<file path="config.mk">
export PLATFORM = sky130hd
export DESIGN_NAME = sync_checksum_status_deframer_flat
export DESIGN_NICKNAME = d
export VERILOG_FILES = /design/src/sv/scsd_pkg.sv /design/src/sv/scsd_in_if.sv /design/src/sv/scsd_out_if.sv /design/src/sv/scsd_cfg_regs.sv /design/src/sv/scsd_frame_core.sv /design/src/sv/sync_checksum_status_deframer.sv /design/src/flat_wrapper.sv
export SDC_FILE = /design/constraint.sdc
export NUM_CORES = 1
export LEC_CHECK = 0
export ABC_AREA = 1
export BUFFER_PORTS_ARGS = -buffer_cell sky130_fd_sc_hd__buf_2
export CAP_MARGIN = 20
export CORE_MARGIN = 3
export CORE_UTILIZATION = 40
export DETAILED_ROUTE_END_ITERATION = 6
export PLACE_DENSITY = 0.66
export RECOVER_POWER = 100
export SLEW_MARGIN = 20
export SYNTH_ARGS = -nofsm -noshare
export SYNTH_HDL_FRONTEND = slang
export SYNTH_HIERARCHICAL = 1
export SYNTH_SLANG_ARGS = --single-unit
</file>
<file path="constraint.sdc">
create_clock -name clk -period 6.35 [get_ports clk]
set_clock_uncertainty 0.1 [all_clocks]
set_input_delay 0.3175 -clock clk [delete_from_list [all_inputs] [get_ports clk]]
set_output_delay 0.3175 -clock clk [all_outputs]
set_load 0.02 [all_outputs]
</file>
<file path="src/sv/scsd_pkg.sv">
// shared types, codes and constants for the sync/checksum/status deframer
`timescale 1ns / 1ps
`default_nettype none

package scsd_pkg;

    typedef enum logic
    {
        OP_BYTE = 1'b0,
        OP_TICK = 1'b1
    } op_t;

    typedef enum logic
    {
        CFG_SYNC_BYTE     = 1'b0,
        CFG_TIMEOUT_TICKS = 1'b1
    } cfg_index_t;

    typedef enum logic [1:0]
    {
        PUMP_UNKNOWN = 2'd0,
        PUMP_OLD     = 2'd1,
        PUMP_NEW     = 2'd2
    } pump_type_t;

    localparam int unsigned CFG_DATA_BITS = 16;

    localparam logic [7:0]  STATUS_OLD      = 8'h80;
    localparam logic [7:0]  STATUS_NEW_RUN  = 8'hC1;
    localparam logic [7:0]  STATUS_NEW_STOP = 8'h81;
    localparam logic [7:0]  SYNC_RESET      = 8'h00;
    localparam logic [15:0] TIMEOUT_RESET   = 16'd1000;

    typedef struct packed
    {
        logic [7:0]  sync_byte;
        logic [15:0] timeout_ticks;
    } cfg_t;

    typedef struct packed
    {
        logic       operation;
        logic [7:0] rx_byte;
    } item_t;

    typedef struct packed
    {
        logic       frame_good;
        logic [7:0] status_byte;
        logic [1:0] pump_type;
        logic       pump_running;
    } result_t;

    typedef struct packed
    {
        pump_type_t kind;
        logic       running;
    } pump_state_t;

    function automatic pump_state_t decode_status(input logic [7:0] status);
        pump_state_t ps;
        ps.kind    = PUMP_UNKNOWN;
        ps.running = 1'b0;
        if (status == STATUS_OLD)
        begin
            ps.kind = PUMP_OLD;
        end
        else if (status == STATUS_NEW_RUN)
        begin
            ps.kind    = PUMP_NEW;
            ps.running = 1'b1;
        end
        else if (status == STATUS_NEW_STOP)
        begin
            ps.kind = PUMP_NEW;
        end
        return ps;
    endfunction

endpackage

`default_nettype wire

</file>
<file path="src/sv/scsd_in_if.sv">
// input item channel: operation code and received byte
`timescale 1ns / 1ps
`default_nettype none

interface scsd_in_if;
    logic       valid;
    logic       ready;
    logic       operation;
    logic [7:0] rx_byte;

    modport source (output valid, output operation, output rx_byte, input ready);
    modport sink (input valid, input operation, input rx_byte, output ready);
endinterface

`default_nettype wire

</file>
<file path="src/sv/scsd_out_if.sv">
// result item channel: frame flag and pump status
`timescale 1ns / 1ps
`default_nettype none

interface scsd_out_if;
    logic       valid;
    logic       ready;
    logic       frame_good;
    logic [7:0] status_byte;
    logic [1:0] pump_type;
    logic       pump_running;

    modport source (output valid, output frame_good, output status_byte,
                    output pump_type, output pump_running, input ready);
    modport sink (input valid, input frame_good, input status_byte,
                  input pump_type, input pump_running, output ready);
endinterface

`default_nettype wire

</file>
<file path="src/sv/scsd_cfg_regs.sv">
// configuration registers: sync byte and timeout
`timescale 1ns / 1ps
`default_nettype none

module scsd_cfg_regs
(
    input  wire logic                               clk,
    input  wire logic                               rst_n,
    input  wire logic                               cfg_we,
    input  wire logic                               cfg_index,
    input  wire logic [scsd_pkg::CFG_DATA_BITS-1:0] cfg_data,
    output scsd_pkg::cfg_t                          cfg
);

    scsd_pkg::cfg_t cfg_reg;
    scsd_pkg::cfg_t cfg_next;

    always_comb
    begin
        cfg_next = cfg_reg;
        if (cfg_we)
        begin
            unique case (scsd_pkg::cfg_index_t'(cfg_index))
                scsd_pkg::CFG_SYNC_BYTE:     cfg_next.sync_byte     = cfg_data[7:0];
                scsd_pkg::CFG_TIMEOUT_TICKS: cfg_next.timeout_ticks = cfg_data[15:0];
            endcase
        end
    end

    always_ff @(posedge clk or negedge rst_n)
    begin
        if (!rst_n)
        begin
            cfg_reg.sync_byte     <= scsd_pkg::SYNC_RESET;
            cfg_reg.timeout_ticks <= scsd_pkg::TIMEOUT_RESET;
        end
        else
        begin
            cfg_reg <= cfg_next;
        end
    end

    assign cfg = cfg_reg;

endmodule

`default_nettype wire

</file>
<file path="src/sv/scsd_frame_core.sv">
// frame state and combinational next-state update for one item
`timescale 1ns / 1ps
`default_nettype none

module scsd_frame_core
#(
    parameter int unsigned TICK_COUNTER_BITS = 16
)
(
    input  wire logic            clk,
    input  wire logic            rst_n,
    input  wire scsd_pkg::cfg_t  cfg,
    input  wire logic            update,
    input  wire scsd_pkg::item_t item,
    output scsd_pkg::result_t    result
);

    localparam int unsigned CMP_BITS = (TICK_COUNTER_BITS > 16) ? TICK_COUNTER_BITS : 16;

    typedef enum logic [1:0]
    {
        FILL_HUNT = 2'd0,
        FILL_ONE  = 2'd1,
        FILL_TWO  = 2'd2
    } fill_t;

    fill_t                        fill_reg, fill_next;
    logic [7:0]                   byte1_reg, byte1_next;
    logic [7:0]                   sum_reg, sum_next;
    logic [TICK_COUNTER_BITS-1:0] elapsed_reg, elapsed_next;
    scsd_pkg::pump_type_t         type_reg, type_next;
    logic                         running_reg, running_next;
    logic [7:0]                   status_reg, status_next;
    logic                         good;
    logic [7:0]                   sum_add;
    logic                         timed_out;
    scsd_pkg::pump_state_t        decoded;

    assign sum_add   = sum_reg + item.rx_byte;
    assign timed_out = CMP_BITS'(elapsed_reg) > CMP_BITS'(cfg.timeout_ticks);
    assign decoded   = scsd_pkg::decode_status(byte1_reg);

    always_comb
    begin
        fill_next    = fill_reg;
        byte1_next   = byte1_reg;
        sum_next     = sum_reg;
        elapsed_next = elapsed_reg;
        type_next    = type_reg;
        running_next = running_reg;
        status_next  = status_reg;
        good         = 1'b0;
        if (item.operation == scsd_pkg::OP_TICK)
        begin
            if (!(&elapsed_reg))
            begin
                elapsed_next = elapsed_reg + 1'b1;
            end
        end
        else
        begin
            unique case (fill_reg)
                FILL_HUNT:
                begin
                    if (item.rx_byte == cfg.sync_byte)
                    begin
                        sum_next  = item.rx_byte;
                        fill_next = FILL_ONE;
                    end
                    else
                    begin
                        sum_next = 8'd0;
                        if (timed_out)
                        begin
                            type_next    = scsd_pkg::PUMP_UNKNOWN;
                            running_next = 1'b0;
                        end
                    end
                end
                FILL_ONE:
                begin
                    byte1_next = item.rx_byte;
                    sum_next   = sum_add;
                    fill_next  = FILL_TWO;
                end
                default:
                begin
                    // frame complete: good checksum, resync from a later sync, or back to hunting
                    if (sum_add == 8'd0)
                    begin
                        good         = 1'b1;
                        status_next  = byte1_reg;
                        type_next    = decoded.kind;
                        running_next = decoded.running;
                        elapsed_next = '0;
                        fill_next    = FILL_HUNT;
                        sum_next     = 8'd0;
                    end
                    else if (byte1_reg == cfg.sync_byte)
                    begin
                        byte1_next = item.rx_byte;
                        sum_next   = byte1_reg + item.rx_byte;
                        fill_next  = FILL_TWO;
                    end
                    else if (item.rx_byte == cfg.sync_byte)
                    begin
                        sum_next  = item.rx_byte;
                        fill_next = FILL_ONE;
                    end
                    else
                    begin
                        sum_next  = 8'd0;
                        fill_next = FILL_HUNT;
                    end
                end
            endcase
        end
    end

    always_ff @(posedge clk or negedge rst_n)
    begin
        if (!rst_n)
        begin
            fill_reg    <= FILL_HUNT;
            byte1_reg   <= 8'd0;
            sum_reg     <= 8'd0;
            elapsed_reg <= '0;
            type_reg    <= scsd_pkg::PUMP_UNKNOWN;
            running_reg <= 1'b0;
            status_reg  <= 8'd0;
        end
        else if (update)
        begin
            fill_reg    <= fill_next;
            byte1_reg   <= byte1_next;
            sum_reg     <= sum_next;
            elapsed_reg <= elapsed_next;
            type_reg    <= type_next;
            running_reg <= running_next;
            status_reg  <= status_next;
        end
    end

    assign result.frame_good   = good;
    assign result.status_byte  = status_next;
    assign result.pump_type    = type_next;
    assign result.pump_running = running_next;

endmodule

`default_nettype wire

</file>
<file path="src/sv/sync_checksum_status_deframer.sv">
// top level of the sync/checksum/status deframer
// Takes one item per cycle while results are accepted, a received byte or a timer tick,
// and returns one result item for each: whether the byte completed a good three-byte frame
// (sync, status, checksum with a zero modulo-256 sum), the last good status byte, and the
// decoded pump type and running flag. The block sustains one item per clock while the result
// side does not stall; each item is held in the input register, and its result is stored in
// the result register after the frame update. Both sides may stall freely. Write sync_byte and
// timeout_ticks through the cfg port only while no item is in flight.
`timescale 1ns / 1ps
`default_nettype none

module sync_checksum_status_deframer
#(
    parameter int unsigned TICK_COUNTER_BITS = 16
)
(
    input  wire logic                               clk,
    input  wire logic                               rst_n,
    scsd_in_if.sink                                 rx,
    scsd_out_if.source                              result,
    input  wire logic                               cfg_we,
    input  wire logic                               cfg_index,
    input  wire logic [scsd_pkg::CFG_DATA_BITS-1:0] cfg_data
);

    scsd_pkg::cfg_t    cfg;
    scsd_pkg::item_t   stage_item_reg;
    logic              stage_valid_reg, stage_valid_next;
    scsd_pkg::result_t out_item_reg;
    logic              out_valid_reg, out_valid_next;
    scsd_pkg::result_t core_result;
    logic              advance;
    logic              rx_take;

    scsd_cfg_regs u_cfg
    (
        .clk       (clk),
        .rst_n     (rst_n),
        .cfg_we    (cfg_we),
        .cfg_index (cfg_index),
        .cfg_data  (cfg_data),
        .cfg       (cfg)
    );

    scsd_frame_core #(.TICK_COUNTER_BITS(TICK_COUNTER_BITS)) u_core
    (
        .clk    (clk),
        .rst_n  (rst_n),
        .cfg    (cfg),
        .update (stage_valid_reg && advance),
        .item   (stage_item_reg),
        .result (core_result)
    );

    assign advance  = !out_valid_reg || result.ready;
    assign rx.ready = !stage_valid_reg || advance;
    assign rx_take  = rx.valid && rx.ready;

    always_comb
    begin
        stage_valid_next = stage_valid_reg;
        if (rx_take)
        begin
            stage_valid_next = 1'b1;
        end
        else if (advance)
        begin
            stage_valid_next = 1'b0;
        end
        out_valid_next = out_valid_reg;
        if (advance)
        begin
            out_valid_next = stage_valid_reg;
        end
    end

    always_ff @(posedge clk or negedge rst_n)
    begin
        if (!rst_n)
        begin
            stage_valid_reg <= 1'b0;
            out_valid_reg   <= 1'b0;
        end
        else
        begin
            stage_valid_reg <= stage_valid_next;
            out_valid_reg   <= out_valid_next;
        end
    end

    always_ff @(posedge clk)
    begin
        if (rx_take)
        begin
            stage_item_reg.operation <= rx.operation;
            stage_item_reg.rx_byte   <= rx.rx_byte;
        end
        if (advance && stage_valid_reg)
        begin
            out_item_reg <= core_result;
        end
    end

    assign result.valid        = out_valid_reg;
    assign result.frame_good   = out_item_reg.frame_good;
    assign result.status_byte  = out_item_reg.status_byte;
    assign result.pump_type    = out_item_reg.pump_type;
    assign result.pump_running = out_item_reg.pump_running;

`ifndef SYNTHESIS
    a_good_frame_decodes: assert property (@(posedge clk) disable iff (!rst_n)
        out_valid_reg && out_item_reg.frame_good |->
            {out_item_reg.pump_type, out_item_reg.pump_running} ==
                scsd_pkg::decode_status(out_item_reg.status_byte))
        else $error("good frame result does not match decoded status");

    a_running_needs_new: assert property (@(posedge clk) disable iff (!rst_n)
        out_valid_reg && out_item_reg.pump_running |->
            out_item_reg.pump_type == scsd_pkg::PUMP_NEW)
        else $error("running flag set without new pump type");

    a_stage_moves_out: assert property (@(posedge clk) disable iff (!rst_n)
        stage_valid_reg && advance |=> out_valid_reg)
        else $error("item left the input register without a result");
`endif

endmodule

`default_nettype wire

</file>
<file path="src/flat_wrapper.sv">
// flat-port wrapper written by rule: the top's interface ports become plain ports
module sync_checksum_status_deframer_flat 
#(
    parameter int unsigned TICK_COUNTER_BITS = 16
)
  (clk, rst_n, cfg_we, cfg_index, cfg_data, rx_valid, rx_operation, rx_rx_byte, rx_ready, result_valid, result_frame_good, result_status_byte, result_pump_type, result_pump_running, result_ready);
  scsd_in_if rx_i ();
  scsd_out_if result_i ();
  input  wire logic clk;
  input  wire logic rst_n;
  input  wire logic cfg_we;
  input  wire logic cfg_index;
  input  wire logic [scsd_pkg::CFG_DATA_BITS-1:0] cfg_data;
  input wire logic [$bits(rx_i.valid)-1:0] rx_valid;
  input wire logic [$bits(rx_i.operation)-1:0] rx_operation;
  input wire logic [$bits(rx_i.rx_byte)-1:0] rx_rx_byte;
  output wire logic [$bits(rx_i.ready)-1:0] rx_ready;
  output wire logic [$bits(result_i.valid)-1:0] result_valid;
  output wire logic [$bits(result_i.frame_good)-1:0] result_frame_good;
  output wire logic [$bits(result_i.status_byte)-1:0] result_status_byte;
  output wire logic [$bits(result_i.pump_type)-1:0] result_pump_type;
  output wire logic [$bits(result_i.pump_running)-1:0] result_pump_running;
  input wire logic [$bits(result_i.ready)-1:0] result_ready;
  assign rx_i.valid = rx_valid;
  assign rx_i.operation = rx_operation;
  assign rx_i.rx_byte = rx_rx_byte;
  assign rx_ready = rx_i.ready;
  assign result_valid = result_i.valid;
  assign result_frame_good = result_i.frame_good;
  assign result_status_byte = result_i.status_byte;
  assign result_pump_type = result_i.pump_type;
  assign result_pump_running = result_i.pump_running;
  assign result_i.ready = result_ready;
  sync_checksum_status_deframer #(.TICK_COUNTER_BITS(TICK_COUNTER_BITS)) u_core (.clk(clk), .rst_n(rst_n), .rx(rx_i), .result(result_i), .cfg_we(cfg_we), .cfg_index(cfg_index), .cfg_data(cfg_data));
endmodule
</file>
==> results_dict.tcl <==
set metrics [dict create \
    globalRouteTotalUtil 0.178 \
    postRouteWirelength_um 14100 \
    syn_area_per_cell_um2 7.62 \
    drive_gt1_frac 0.0838 \
    timing.final.hold_violations 0 \
    warnings_synthesis 6 \
    initial_core_util 0.413 \
    clock_latency_ns 0.35 \
    floorplan.die_area_um2 16600 \
    drt.antenna.violating_nets 0 \
    unrepaired_setup_endpoints_after_global_routing "false" \
    finalSetupViolCount 0 \
    clk_pin_slew_ns 0.07 \
    fmaxAchievable_ghz 0.243 \
    routedWlPerCell_um 13.9 \
    yosys_register_bits 92 \
    max_slew.worst_pin.slew_ns 3.88 \
    synthSimpleGateAreaFrac 0.335 \
    maximum_number_of_pins_on_one_net_before_global_route_repair 72 \
    cpPeakStageDelay_ns 1.10 \
    critical_path_cell_by_cell "a21oi_1 > clkbuf_1 > clkinv_1 > nor2_1 > inv_1 > a21oi_1 > a31oi_1" \
    drt_first_iter_violations 315 \
    tritoncts "built" \
    final_common_cell "sky130_fd_sc_hd__nand2_1" \
    p_int_w 0.00105 \
    critical_path.startpoint_type "flop" \
    cts.repair.resized 0 \
    synth_edf_count 21 \
    tns_ns 0 \
    layout_common_cells "sky130_fd_sc_hd__nand2_1 (265), sky130_fd_sc_hd__inv_1 (104), sky130_fd_sc_hd__nand3_1 (72)" \
    critical_path_arrival_ns 4.25 \
    drt_pass1_iterations 5 \
    post_synth_instance_area_um2 6050 \
    first_global_vias 4677 \
    vias_per_cell 4.99 \
    hold_path_class "in2reg" \
    row_count 44 \
    post-route-min-period_ns 4.12 \
    cp-startpoint "u_core/result.valid$_DFFE_PN0P_" \
    cts-hold-fix-buffers 0 \
    largest_register_ff_count 24 \
    timing.rr.start "u_core/result.valid$_DFFE_PN0P_" \
    fin_crit_sh 0.649 \
    number_of_buffers_on_the_longest_clock_path 2 \
    post-cts-setup-buffers 0 \
    share_comb_of_total_power 0.211 \
    worstHoldStart "rx_rx_byte[2]" \
    cp.required_ns 6.48 \
    antenna_cells 0 \
    die_width_um 129 \
    antenna_found_initial 0 \
    ys.flop_type "sky130_fd_sc_hd__dfrtp_1" \
    cell_mode_on_critical_path "sky130_fd_sc_hd__a21oi_1" \
    ys_async_sr_fraction 0.772 \
    holdWs_ns 0.0442 \
    cts-buffers-inserted 9 \
    critical_path.max_fanout 24 \
    critical_path_buf_inv_count 3 \
    cp-end-kind "flop" \
    synthesis.nets 857 \
    drc 0 \
    cpLargestDelayFamily "buffers and inverters" \
    io_buffer_count 44 \
    power.switching_w 0.000505 \
    maxCapViolCount 1 \
    largest_family_of_logic_cells_by_synthesized_area "simple AND/OR/NAND/NOR gates" \
    overflow 0 \
    failing_checks "capacitance limit, slew limit" \
    yosysUniqueCellTypes 43 \
    syn-instance-count 793 \
    vias 5084 \
    core_um2 14600 \
    dp_hpwl_um 10600 \
    area_growth_pct 7.37 \
    nets 894 \
    final-max-slew-violation-count 72 \
    static_leakage_power_nw 3.22 \
    htree_levels 3 \
    timing_worst_setup_path_type "reg2reg" \
    synth-seq-area-share 0.399 \
    synth.area.mux_share 0 \
    yosys.area_share.adder 0.0708 \
    clock_power_share 0.327 \
    power.share.sequential 0.463 \
    boundary_pin_count 45 \
    timing.slew.headroom -1.58 \
    outcome "complete, but fails checks" \
    crit_path_slowest_cell "sky130_fd_sc_hd__nor2_1" \
    dieHeight_um 129 \
    first_pass_grt_wire_length_um 23300 \
    clock_sinks 92 \
    synth_compound_area_frac 0.0731 \
    gp_congestion 0.872 \
    peakVddDrop_mv 0.143 \
    xor_xnor_fraction_of_synth_area 0.0275 \
    clock_tree.root_cell "sky130_fd_sc_hd__clkbuf_16" \
    power_dens_cells_nw_per_um2 240 \
    power_switching_share 0.324 \
]
[logic make-up (layout without fill, tap and decap cells)]
logic type | count (synthesis) | after routing
xor gates and xnor gates | 19 | 19
adders and majority gates | 33 | 33
and+or+nand+nor | 448 | 448
DFF | 92 | 92
AOI/OAI and AO/OA | 74 | 74
buffers and inverters | 127 | 169
[path summary, 6_finish.rpt]
path                       slack [ns]                                         to  cells after the start
setup reg to reg                 2.23       u_core/u_core/sum_reg[2]$_DFFE_PN0P_                      7
hold reg to reg                  0.37            u_core/u_cfg/cfg[7]$_DFFE_PN1P_                      2
min in group asynchronous        1.29    u_core/u_core/status_reg[4]$_DFFE_PN0P_                      2
setup / recovery                 2.23       u_core/u_core/sum_reg[2]$_DFFE_PN0P_                      7
max in group asynchronous        2.64  u_core/u_core/elapsed_reg[13]$_DFFE_PN0P_                      2
hold / removal                   0.04         u_core/stage_item_reg[2]$_DFFE_PP_                      1
[power groups by stage]
stage / Combinational, W / Clock [W] / Sequential, W
floorplan: 0.000256 / 0 / 0.000723
global placement: 0.000334 / 0 / 0.000729
detailed placement: 0.000339 / 0 / 0.000731
CTS: 0.000342 / 0.000526 / 0.000720
global route: 0.000381 / 0.000545 / 0.000728
finish: 0.000328 / 0.000509 / 0.000720
[layer usage]
metal | up-vias | routed length [µm] | track usage
met3 | 22 | 596 | 0.0262
met2 | 110 | 6280 | 0.275
met1 | 2315 | 6930 | 0.250
met4 | 0 | 344 | 0.0747
met5 | - | 0 | 0
li1 | 2637 | - | -
[area by class of cell]
type | count | area [µm²]
clock inverter | 7 | 50.0
tap | 184 | 230
timing repair buffer | 46 | 206
clock buffer | 9 | 225
multi-input combinational | 574 | 2960
inverter | 107 | 403
sequential | 92 | 2410
fill | 1516 | 8150
[through the flow]
step	std cells	util	power, W	area, µm²	setup WS, ns
global route	1019	0.443	0.00165	6490	1.74
finish	1019	0.443	0.00156	6490	2.23
global placement	1003	0.434	0.00106	6350	3.47
detailed placement	1003	0.434	0.00107	6350	3.40
CTS	1019	0.453	0.00159	6630	3.38
floorplan	793	-	0.000979	6050	3.46
[cell usage after synthesis, types with 3 or more instances]
library cell                 n  area (µm²)
sky130_fd_sc_hd__nand2_1   260         976
sky130_fd_sc_hd__inv_1     103         387
sky130_fd_sc_hd__nand3_1    71         355
sky130_fd_sc_hd__dfrtp_1    65        1630
sky130_fd_sc_hd__nor2_1     48         180
sky130_fd_sc_hd__ha_1       31         388
sky130_fd_sc_hd__a21oi_1    26         130
sky130_fd_sc_hd__nand4_1    22         138
sky130_fd_sc_hd__edfxtp_1   21         631
sky130_fd_sc_hd__o21ai_0    18        90.1
sky130_fd_sc_hd__xor2_1     14         123
sky130_fd_sc_hd__and2_1     10        62.6
sky130_fd_sc_hd__o21ai_2     9        78.8
sky130_fd_sc_hd__buf_6       7        78.8
sky130_fd_sc_hd__nand2_4     7        78.8
sky130_fd_sc_hd__dfstp_2     6         158
sky130_fd_sc_hd__clkbuf_1    5        18.8
sky130_fd_sc_hd__nand2_2     5        31.3
sky130_fd_sc_hd__nand3_2     5        50.1
sky130_fd_sc_hd__o21ai_1     5        25.0
sky130_fd_sc_hd__xnor2_1     5        43.8
sky130_fd_sc_hd__buf_4       4        30.0
sky130_fd_sc_hd__nor3_1      4        20.0
sky130_fd_sc_hd__nor4_1      4        25.0
sky130_fd_sc_hd__a22oi_1     3        22.5
sky130_fd_sc_hd__a31oi_1     3        18.8
sky130_fd_sc_hd__buf_2       3        15.0
sky130_fd_sc_hd__nand3b_1    3        22.5
sky130_fd_sc_hd__nor2_2      3        18.8
sky130_fd_sc_hd__nor2_4      3        33.8
sky130_fd_sc_hd__o211ai_1    3        22.5
No activity file was read; power rests on OpenSTA's default activity.
